==> src/design/dclw_pkg.sv <==
package dclw_pkg;

	// width of the coordinate fields on the ports
	localparam int unsigned CW = 5;

	localparam logic [1:0] OP_DRAW       = 2'd0;
	localparam logic [1:0] OP_CLEAR      = 2'd1;
	localparam logic [1:0] OP_DRAW_CLEAR = 2'd2;

	localparam int unsigned QDEPTH = 2;
	localparam int unsigned QPTR_W = $clog2(QDEPTH);

	localparam logic REG_TRACE = 1'b0;

	typedef struct packed {
		logic [CW-1:0] target_x;
		logic [CW-1:0] target_y;
	} in_item_t;

	typedef struct packed {
		logic [1:0]    pen_op;
		logic [CW-1:0] pos_x;
		logic [CW-1:0] pos_y;
		logic          last;
	} out_item_t;

	// one classified move, handed from the front to the walker
	typedef struct packed {
		logic                trace;
		logic                walk;
		logic                by_x;
		logic                maj_neg;
		logic [CW-1:0]       maj_start;
		logic [CW-1:0]       min_start;
		logic [CW-1:0]       dmaj;
		logic signed [CW:0]  dmin;
		logic [CW-1:0]       x1;
		logic [CW-1:0]       y1;
		logic [CW-1:0]       x2;
		logic [CW-1:0]       y2;
	} job_t;

	typedef struct packed {
		logic full;
		logic empty;
	} q_stat_t;

endpackage

==> src/design/dclw_front.sv <==
module dclw_front #(
	parameter int COORD_BITS = 5
) (
	input  logic              clk,
	input  logic              arst_n,
	input  logic              in_valid,
	output logic              in_stall,
	input  dclw_pkg::in_item_t in_data,
	input  logic              trace,
	input  dclw_pkg::q_stat_t q_stat,
	output logic              push,
	output dclw_pkg::job_t    job
);

	logic [COORD_BITS-1:0] prev_x_q, prev_y_q;
	logic [COORD_BITS-1:0] x2, y2;
	logic signed [COORD_BITS:0] dx, dy, adx, ady;
	logic by_x;

	assign x2 = in_data.target_x[COORD_BITS-1:0];
	assign y2 = in_data.target_y[COORD_BITS-1:0];

	always_comb begin
		dx   = $signed({1'b0, x2}) - $signed({1'b0, prev_x_q});
		dy   = $signed({1'b0, y2}) - $signed({1'b0, prev_y_q});
		adx  = dx[COORD_BITS] ? -dx : dx;
		ady  = dy[COORD_BITS] ? -dy : dy;
		by_x = adx >= ady;

		job.trace     = trace;
		job.walk      = (x2 != prev_x_q) || (y2 != prev_y_q);
		job.by_x      = by_x;
		job.maj_neg   = by_x ? dx[COORD_BITS] : dy[COORD_BITS];
		job.maj_start = dclw_pkg::CW'(by_x ? prev_x_q : prev_y_q);
		job.min_start = dclw_pkg::CW'(by_x ? prev_y_q : prev_x_q);
		job.dmaj      = dclw_pkg::CW'(by_x ? adx[COORD_BITS-1:0] : ady[COORD_BITS-1:0]);
		job.dmin      = (dclw_pkg::CW+1)'(by_x ? dy : dx);
		job.x1        = dclw_pkg::CW'(prev_x_q);
		job.y1        = dclw_pkg::CW'(prev_y_q);
		job.x2        = dclw_pkg::CW'(x2);
		job.y2        = dclw_pkg::CW'(y2);
	end

	assign in_stall = q_stat.full;
	assign push     = in_valid && !q_stat.full;

	always_ff @(posedge clk or negedge arst_n) begin
		if (!arst_n) begin
			prev_x_q <= '0;
			prev_y_q <= '0;
		end else if (push) begin
			prev_x_q <= x2;
			prev_y_q <= y2;
		end
	end

endmodule

==> src/design/dclw_queue.sv <==
module dclw_queue (
	input  logic              clk,
	input  logic              arst_n,
	input  logic              push,
	input  dclw_pkg::job_t    push_job,
	input  logic              pop,
	output dclw_pkg::job_t    head_job,
	output dclw_pkg::q_stat_t q_stat
);

	dclw_pkg::job_t slot_q [dclw_pkg::QDEPTH];
	logic [dclw_pkg::QPTR_W-1:0] wr_ptr_q, rd_ptr_q;
	logic [dclw_pkg::QPTR_W:0]   cnt_q;

	assign q_stat.full  = cnt_q == (dclw_pkg::QPTR_W+1)'(dclw_pkg::QDEPTH);
	assign q_stat.empty = cnt_q == '0;
	assign head_job     = slot_q[rd_ptr_q];

	always_ff @(posedge clk) begin
		if (push)
			slot_q[wr_ptr_q] <= push_job;
	end

	always_ff @(posedge clk or negedge arst_n) begin
		if (!arst_n) begin
			wr_ptr_q <= '0;
			rd_ptr_q <= '0;
			cnt_q    <= '0;
		end else begin
			if (push)
				wr_ptr_q <= wr_ptr_q + 1'b1;
			if (pop)
				rd_ptr_q <= rd_ptr_q + 1'b1;
			if (push && !pop)
				cnt_q <= cnt_q + 1'b1;
			else if (pop && !push)
				cnt_q <= cnt_q - 1'b1;
		end
	end

endmodule

==> src/design/dclw_walker.sv <==
module dclw_walker (
	input  logic               clk,
	input  logic               arst_n,
	input  dclw_pkg::job_t     head_job,
	input  dclw_pkg::q_stat_t  q_stat,
	output logic               pop,
	output logic               out_valid,
	input  logic               out_stall,
	output dclw_pkg::out_item_t out_data
);

	localparam int unsigned CW = dclw_pkg::CW;

	localparam logic [1:0] ST_IDLE  = 2'd0;
	localparam logic [1:0] ST_CLEAR = 2'd1;
	localparam logic [1:0] ST_WALK  = 2'd2;
	localparam logic [1:0] ST_FINAL = 2'd3;

	logic [1:0]             state_q;
	dclw_pkg::job_t         job_q;
	logic [CW-1:0]          maj_q, min_q, cnt_q;
	logic signed [CW+1:0]   rem_q;
	logic                   out_valid_q;
	dclw_pkg::out_item_t    out_q;

	logic                   adv;
	dclw_pkg::out_item_t    emit;
	logic signed [CW+1:0]   rem_sum, rem_nx, dmaj_s;
	logic [CW-1:0]          min_nx;

	assign adv = !out_valid_q || !out_stall;
	assign pop = (state_q == ST_IDLE) && !q_stat.empty;

	always_comb begin
		emit.pen_op = dclw_pkg::OP_DRAW;
		emit.pos_x  = job_q.x2;
		emit.pos_y  = job_q.y2;
		emit.last   = 1'b0;
		case (state_q)
			ST_CLEAR: begin
				emit.pen_op = dclw_pkg::OP_CLEAR;
				emit.pos_x  = job_q.x1;
				emit.pos_y  = job_q.y1;
			end
			ST_WALK: begin
				emit.pen_op = job_q.trace ? dclw_pkg::OP_DRAW : dclw_pkg::OP_DRAW_CLEAR;
				emit.pos_x  = job_q.by_x ? maj_q : min_q;
				emit.pos_y  = job_q.by_x ? min_q : maj_q;
			end
			ST_FINAL: begin
				emit.last = 1'b1;
			end
			default: ;
		endcase
	end

	// exact floor(dmin*t/dmaj): remainder kept in [0, dmaj), one fixup per step
	always_comb begin
		dmaj_s  = $signed({2'b00, job_q.dmaj});
		rem_sum = rem_q + (CW+2)'(job_q.dmin);
		rem_nx  = rem_sum;
		min_nx  = min_q;
		if (!job_q.dmin[CW]) begin
			if (rem_sum >= dmaj_s) begin
				rem_nx = rem_sum - dmaj_s;
				min_nx = min_q + 1'b1;
			end
		end else if (rem_sum[CW+1]) begin
			rem_nx = rem_sum + dmaj_s;
			min_nx = min_q - 1'b1;
		end
	end

	always_ff @(posedge clk) begin
		if (pop) begin
			job_q <= head_job;
			maj_q <= head_job.maj_start;
			min_q <= head_job.min_start;
			cnt_q <= head_job.dmaj;
			rem_q <= '0;
		end else if (state_q == ST_WALK && adv) begin
			maj_q <= job_q.maj_neg ? maj_q - 1'b1 : maj_q + 1'b1;
			min_q <= min_nx;
			rem_q <= rem_nx;
			cnt_q <= cnt_q - 1'b1;
		end
		if (adv)
			out_q <= emit;
	end

	always_ff @(posedge clk or negedge arst_n) begin
		if (!arst_n) begin
			state_q     <= ST_IDLE;
			out_valid_q <= 1'b0;
		end else begin
			if (adv)
				out_valid_q <= state_q != ST_IDLE;
			case (state_q)
				ST_IDLE: begin
					if (pop) begin
						if (!head_job.trace)
							state_q <= ST_CLEAR;
						else if (head_job.walk)
							state_q <= ST_WALK;
						else
							state_q <= ST_FINAL;
					end
				end
				ST_CLEAR: begin
					if (adv)
						state_q <= job_q.walk ? ST_WALK : ST_FINAL;
				end
				ST_WALK: begin
					if (adv && cnt_q == '0)
						state_q <= ST_FINAL;
				end
				ST_FINAL: begin
					if (adv)
						state_q <= ST_IDLE;
				end
				default: state_q <= ST_IDLE;
			endcase
		end
	end

	assign out_valid = out_valid_q;
	assign out_data  = out_q;

endmodule

==> src/design/dda_cursor_line_walker_top.sv <==
// Cursor line walker: each input item is a new cursor target; the block emits the pen
// commands that walk a DDA line from the previous target to this one (clear of the old
// point when trace is off, every line point, then a final draw at the target flagged
// last), at most 34 commands per move. The walker takes each classified move from the
// two-entry queue while idle, then registers one command per cycle unless stalled.
// The front classifies and queues one item per cycle unless the queue is full, so up
// to two moves can wait while the walker runs. trace_enable is APB register 0.
module dda_cursor_line_walker_top #(
	parameter int COORD_BITS = 5
) (
	input  logic                clk,
	input  logic                arst_n,
	input  logic                in_valid,
	output logic                in_stall,
	input  dclw_pkg::in_item_t  in_data,
	output logic                out_valid,
	input  logic                out_stall,
	output dclw_pkg::out_item_t out_data,
	input  logic                psel,
	input  logic                penable,
	input  logic                pwrite,
	input  logic [2:0]          paddr,
	input  logic [31:0]         pwdata,
	output logic [31:0]         prdata,
	output logic                pready
);

	logic              trace_q;
	logic              push, pop;
	dclw_pkg::job_t    push_job, head_job;
	dclw_pkg::q_stat_t q_stat;

	assign pready = 1'b1;
	assign prdata = (paddr[2] == dclw_pkg::REG_TRACE) ? {31'd0, trace_q} : 32'd0;

	always_ff @(posedge clk or negedge arst_n) begin
		if (!arst_n)
			trace_q <= 1'b0;
		else if (psel && penable && pwrite && paddr[2] == dclw_pkg::REG_TRACE)
			trace_q <= pwdata[0];
	end

	dclw_front #(
		.COORD_BITS(COORD_BITS)
	) u_front (
		.clk     (clk),
		.arst_n  (arst_n),
		.in_valid(in_valid),
		.in_stall(in_stall),
		.in_data (in_data),
		.trace   (trace_q),
		.q_stat  (q_stat),
		.push    (push),
		.job     (push_job)
	);

	dclw_queue u_queue (
		.clk     (clk),
		.arst_n  (arst_n),
		.push    (push),
		.push_job(push_job),
		.pop     (pop),
		.head_job(head_job),
		.q_stat  (q_stat)
	);

	dclw_walker u_walker (
		.clk      (clk),
		.arst_n   (arst_n),
		.head_job (head_job),
		.q_stat   (q_stat),
		.pop      (pop),
		.out_valid(out_valid),
		.out_stall(out_stall),
		.out_data (out_data)
	);

endmodule

==> config.mk <==
export PLATFORM = sky130hd
export DESIGN_NAME = dda_cursor_line_walker_top
export DESIGN_NICKNAME = d
export VERILOG_FILES = /design/src/design/dclw_pkg.sv /design/src/design/dclw_front.sv /design/src/design/dclw_queue.sv /design/src/design/dclw_walker.sv /design/src/design/dda_cursor_line_walker_top.sv
export SDC_FILE = /design/constraint.sdc
export NUM_CORES = 1
export LEC_CHECK = 0
export BUFFER_PORTS_ARGS = -buffer_cell sky130_fd_sc_hd__buf_2
export CORE_MARGIN = 2
export CORE_UTILIZATION = 59
export DETAILED_ROUTE_END_ITERATION = 7
export PLACE_DENSITY = 0.8
export SLEW_MARGIN = 10
export SYNTH_ARGS = -nofsm -noshare
export SYNTH_HDL_FRONTEND = slang
export SYNTH_SLANG_ARGS = --single-unit
==> constraint.sdc <==
create_clock -name clk -period 4.62 [get_ports clk]
set_input_delay 0.693 -clock clk [delete_from_list [all_inputs] [get_ports clk]]
set_output_delay 0.693 -clock clk [all_outputs]
set_load 0.01 [all_outputs]
* Word level (Yosys, flattened, before mapping) *
Memories as Yosys holds them, arrays and structs flattened.
Cells that the tools add are included.

operators by class
  add/subtract/negate cells = 16
  multiply operators = 0
  div/mod/pow operators = 0
  magnitude comparators = 2
  equal/unequal tests = 11
  shift-type cells = 0
  mux-type cells = 38
  bitwise operators = 1
  reductions and logical operators = 26

operators with widths
  kind                                              count
  two-way mux 5 bit                                 15
  case mux 12 bit (2 select lines)                  1
  two-way mux 7 bit                                 3
  two-way mux 6 bit                                 3
  two-way mux 2 bit                                 8
  subtractor 5 x 1 -> 5 bit, second input constant  3
  adder 7 x 6 -> 7 bit                              2
  negator 6 bit                                     2
  subtractor 5 x 5 -> 6 bit                         2
  adder 5 x 1 -> 5 bit, second input constant       2
  != test 5 bit                                     2
  logical AND 1 bit                                 9
  case mux 2 bit (4 select lines)                   1
  >= comparator 7 x 6 -> 1 bit                      1
  two-way mux 1 bit                                 7
  subtractor 7 x 6 -> 7 bit                         1
  equality test 2 bit, second input constant        3
  >= comparator 6 bit                               1
  zero test 1 bit                                   6
  nonzero test 2 bit                                3
  zero test 5 bit                                   1
  zero test 2 bit                                   2
  != test 2 x 1 -> 1 bit, second input constant     2
  != test 2 bit, second input constant              2
  10 further kinds                                  12

storage, ports and cells
  bits in registers = 88
  latch bits = 0
  bits in writable memories = 90
  ROM bits = 0
  logic and storage cells = 121
  memories kept = 1

memory list
  name            depth  bits a word  rd ports  clocked after memory_dff  write ports  RTL line          text
  u_queue.slot_q  2      45           1         0                         1            dclw_queue.sv:11  dclw_pkg::job_t slot_q [dclw_pkg::QDEPTH];

* Depth between registers and ports, before layout *
  depth after elaboration = 7
  gate-level depth with buffers = 17
  gate-level depth less buffers = 16

* Hierarchy *
Synthesis repeated with hierarchy kept, for this count alone.

second synthesis, totals
  cells, all modules = 724
  area total of the unflattened synthesis = 9,451.6 µm²

by module, submodules not included
  module                      instances  cells each  area an instance (µm²)  sequential area each (µm²)
  dclw_walker                 1          340         3,997.6                 2,107.0
  dclw_queue                  1          156         3,633.5                 2,802.7
  dclw_front                  1          190         1,519.0                 250.2
  dda_cursor_line_walker_top  1          38          301.5                   25.0

* Worst setup path before layout *
Ideal clock, no wire load.

  path kind = input -> register
  start = in in_data[6] in the netlist's numbering
  end = mem u_queue.slot_q[0][22] in the netlist's numbering, data pin
  library setup time = 0.276 ns
  arrival = 3.539 ns
  required time = 4.344 ns
  path slack = 0.804 ns
  stages on the path = 16
  cells stage by stage = ha_1 > nor2b_1 > o21ai_0 > a21boi_0 > o21a_1 > or2_2 > o21ai_0 > inv_1 > ha_1 > a21o_1 > a21oi_1 > nor2b_1 > o21ai_0 > a31oi_1 > buf_2 > mux2i_1

RTL lines
  what                RTL line                          text
  start: declaration  dda_cursor_line_walker_top.sv:15  input dclw_pkg::in_item_t in_data,
  end: declaration    dclw_queue.sv:11

==> results <==
- In this run, the number of DRC markers left after iteration 0 of detailed routing was 550.
- The launch point of the worst path is u_front.prev_x_q[1]$_DFFE_PN0P_.
- The distinct cell type count after synthesis is 61.
- The clock latency on the worst-skew pair is 440 ps.
- The count of buffers added on input and output ports is 34.
- For the worst flop-to-flop path, the logic depth is 17.
- The critical path in this run is classified as flop to flop.
- The number of rows created at floorplan is 45.
- The layout filler cell count is 1,036.
- The post-route antenna net violation count is 0.
- The number of clock sinks seen by CTS is 178.
- The routed via count is 5,589.
- The die is 127.8 µm wide.
- Detailed placement finished with a half-perimeter wire length of 12,990 µm.
- The final weighted congestion of routability-driven global placement is 0.8792.
- Across every metal layer, demand over resource in global routing totals 0.2411.
- Yosys printed 0 warnings.
- The root buffer selected by CTS is sky130_fd_sc_hd__clkbuf_16.
- In this run, synthesis produced a sequential element count of 178.
- The critical path goes through inv_1 > ha_1 > nor2b_1 > o21ai_0 > a21boi_0 > o21a_1 > or2_2 > o21ai_0 > inv_1 > ha_1 > a21o_1 > a21oi_1 > nor2b_1 > o21ai_0 > a31oi_4 > buf_4 > mux2i_1.
- The net count reported at finish is 857.
- On the final layout, the worst clock skew is 11.92 ps.
- In this run the register-to-register setup slack is 280 ps.
- STA classifies the critical path endpoint as a flop.
- TritonCTS built the clock tree.
- The most frequent standard cell in the layout excluding fill and tap cells is sky130_fd_sc_hd__edfxtp_1.
- The run finished with clean final reports.
- Dividing the synthesized area by the synthesized cell count gives 12.73 µm².
- The buffers inserted during post-CTS setup optimization is 0.
- The cell count after synthesis is 710.
- The initial antenna violation count is 0.
- Counting both buffers and inverters, the worst setup path holds a total of 3.
- Clock tree synthesis inserted a total of 17 buffers.
- The number of diodes is 0.
- After clock tree synthesis, the clock-pin slew on the worst setup and hold paths is 80 ps.
- The endpoint identified for the worst register-to-register timing path is u_queue.slot_q[1][35]$_DFFE_PP_.
- In this run the tightest slew margin relative to its limit is 0.2806.
- CTS built an H-tree with a depth of 4.
- 100 I/O pins were placed.
- In this run the worst path has a maximum fanout of 9.
- The die is 127.8 µm tall.
- The startpoint identified for the worst register-to-register timing path is u_front.prev_x_q[1]$_DFFE_PN0P_.
- The longest individual stage delay on the worst path is 450 ps.
- The via count of the first global-routing pass is 5,621.
- Entering global routing, the biggest net connects 46 pins.
- The number of hold-slack violations in the final timing report came to 0.
- The transition time of the tightest slew-check pin is 1079 ps.
- Using the TritonRoute via totals, the vias-per-cell ratio works out to 5.883.
- The clock passes through at most 2 buffers.
- The signed area change from the synthesized netlist to the final layout is 10.52%.
- Setup violations remaining at the end of the flow were counted as 0.
- After floorplanning, the core was sized to cover 15,090 µm².
- After layout, the minimum clock period comes to 4339 ps.
- The max-capacitance violation count is 0.
- The required time at the worst-slack endpoint is 4790 ps.
- In this run the cell area of the synthesized design comes to 9037 µm².
- For this block, the routed nets add up to 18,640 µm of wire.
- Counting flops with a built-in enable in the synthesized netlist gives 153.
- Of all flip-flops after synthesis, the portion carrying an async set or reset was 0.1011.
- For the worst setup path, the data arrival time is 4510 ps.
- By instance count, the cell type seen most on the critical path is sky130_fd_sc_hd__o21ai_0.
- After detailed routing, the number of remaining DRC violations is 0.
- Among all flip-flop cells after synthesis, the most frequent one is sky130_fd_sc_hd__edfxtp_1.
- Summed over all layers, the global routing overflow is 0.
- In the layout the commonest cells are 153 x sky130_fd_sc_hd__edfxtp_1, 51 x sky130_fd_sc_hd__inv_1, 49 x sky130_fd_sc_hd__a21oi_1, 49 x sky130_fd_sc_hd__ha_1, 45 x sky130_fd_sc_hd__mux2_2.
- The post-place setup slack is 42.80 ps.
- The full die area is 16,320 µm².
- Adding up every negative setup slack in the final design gives 0 ps.
- The number of slew-limit violations in the final report is 0.
- Counting buffers and inverters, the worst setup path is 17 cells deep.
- The kind of cell with the highest combined delay on the critical path is compound AO/OA/AOI/OAI gates.
- The length of the first detailed-routing pass in iterations is 5.
- The startpoint class of the critical path is a flop.
- The class of the most critical hold timing path is input pin to asynchronous set/reset pin.
- Setup repair after global routing left no endpoint under its margin.
- The capture point of the worst path is u_queue.slot_q[1][35]$_DFFE_PP_.
- The first-pass GRT wire length is 29,770 µm.
- The standard cell with the maximum stage delay on the critical path is sky130_fd_sc_hd__dfrtp_1.
- Dividing the final minimum period by the clock period gives 0.9392.
- In the final layout, the share of cells above drive strength 1 is 0.1798.
- For this configuration, the core starts out at a cell density of 0.5989.
- The average wire per cell in the routed design is 19.62 µm.
- The sequential element share of the synthesized area is 0.5737.
- Setup slack closes at 281.1 ps.
- The highest clock frequency the design can meet is 230.5 MHz.
==> Yosys cell counts (2+ instances only) <==
master,instances,area (µm²)
sky130_fd_sc_hd__a311oi_1,2,17.52
sky130_fd_sc_hd__o21a_1,2,15.01
sky130_fd_sc_hd__nor3_1,9,45.04
sky130_fd_sc_hd__a22oi_1,12,90.09
sky130_fd_sc_hd__dfxtp_1,7,140.1
sky130_fd_sc_hd__clkbuf_1,19,71.32
sky130_fd_sc_hd__nor3b_1,2,15.01
sky130_fd_sc_hd__a21o_1,8,60.06
sky130_fd_sc_hd__nand2b_1,4,25.02
sky130_fd_sc_hd__a221oi_1,2,17.52
sky130_fd_sc_hd__or3_1,2,12.51
sky130_fd_sc_hd__a31oi_1,3,18.77
sky130_fd_sc_hd__nand3_1,2,10.01
sky130_fd_sc_hd__or2_2,2,12.51
sky130_fd_sc_hd__buf_4,32,240.2
sky130_fd_sc_hd__nand4_1,3,18.77
sky130_fd_sc_hd__nand4b_1,2,17.52
sky130_fd_sc_hd__buf_2,2,10.01
sky130_fd_sc_hd__a21oi_1,49,245.2
sky130_fd_sc_hd__nand3b_1,2,15.01
sky130_fd_sc_hd__conb_1,2,7.510
sky130_fd_sc_hd__mux2i_1,26,260.3
sky130_fd_sc_hd__ha_1,49,613.1
sky130_fd_sc_hd__a21boi_0,2,15.01
sky130_fd_sc_hd__o31ai_1,2,15.01
sky130_fd_sc_hd__o21ai_0,40,200.2
sky130_fd_sc_hd__inv_1,51,191.4
sky130_fd_sc_hd__and3_1,3,18.77
sky130_fd_sc_hd__xor2_1,12,105.1
sky130_fd_sc_hd__mux2_2,45,506.7
sky130_fd_sc_hd__nor2_1,32,120.1
sky130_fd_sc_hd__edfxtp_1,153,4594
sky130_fd_sc_hd__xnor2_1,23,201.4
sky130_fd_sc_hd__nor2b_1,12,75.07
sky130_fd_sc_hd__nand2_1,35,131.4
sky130_fd_sc_hd__o21bai_1,2,15.01
sky130_fd_sc_hd__fa_1,7,140.1
sky130_fd_sc_hd__a211oi_1,8,60.06
sky130_fd_sc_hd__dfrtp_1,18,450.4
==> state kept, by name (all words and copies together), names as in the netlist <==
signal	cells
u_queue.slot_q	90
u_walker.job_q	30
u_walker.out_data	13
u_walker.rem_q	7
u_front.prev_x_q	5
u_front.prev_y_q	5
u_walker.cnt_q	5
u_walker.dmaj_s	5
u_walker.maj_q	5
u_walker.min_q	5
u_queue.cnt_q	2
u_walker.state_q	2
trace_q	1
u_queue.rd_ptr_q	1
u_queue.wr_ptr_q	1
u_walker.out_valid	1
==> metrics by stage <==
step           cell area, µm²  hold WS (ps)  utilization  cells
2_1_floorplan            9150         397.4            -    740
3_3_place_gp             9325         448.0       0.6180    918
3_5_place_dp             9325         460.0       0.6180    918
4_1_cts                  9980         213.0       0.6614    950
5_1_grt                  9988         231.4       0.6619    950
6_report                 9988         205.8       0.6619    950
==> cell type report <==
class,instances,area (µm²),area share
tap,188,235.2,0.02355
clock buffer,17,425.4,0.04259
multi-input combinational,457,3476,0.3480
inverter,51,191.4,0.01917
timing repair buffer,44,245.2,0.02455
clock inverter,15,229.0,0.02292
sequential,178,5186,0.5192
==> cells by family after synthesis <==
group,after synthesis,synth area share
AOI/OAI and AO/OA,148,0.1041
xor gates and xnor gates,35,0.03392
adders and majority gates,56,0.08334
buffers and inverters,105,0.05718
DFF,178,0.5737
muxes,72,0.08653
other,2,0.0008310
and+or+nand+nor,114,0.06036
==> worst min path at each step <==
| stage | startpoint | endpoint | slack (ps) | depth (start not counted) |
|---|---|---|---|---|
| 2_1_floorplan | arst_n | trace_q$_DFFE_PN0P_ | 400 | 0 |
| 3_3_place_gp | u_front.prev_x_q[4]$_DFFE_PN0P_ | u_queue.slot_q[0][19]$_DFFE_PP_ | 450 | 0 |
| 3_5_place_dp | u_front.prev_x_q[3]$_DFFE_PN0P_ | u_queue.slot_q[1][18]$_DFFE_PP_ | 460 | 0 |
| 4_1_cts | arst_n | u_walker.out_valid$_DFFE_PN0N_ | 210 | 1 |
| 5_1_grt | arst_n | u_walker.state_q[1]$_DFFE_PN0P_ | 230 | 1 |
| 6_report | arst_n | u_walker.state_q[1]$_DFFE_PN0P_ | 210 | 1 |
==> layer usage <==
metal,GRT usage,routed length [µm]
met1,0.3164,7781
met2,0.4026,9281
met4,0.08339,405
met5,0,0
met3,0.05050,1173
==> what timing repair did <==
action | CTS | global route
setup endpoints to repair | 0 | 20
resized for setup | 0 | 1
hold buffers | 0 | 0
Power is not shown: default switching activity piles up to over one toggle a cycle in this logic, so the estimate is an artifact.
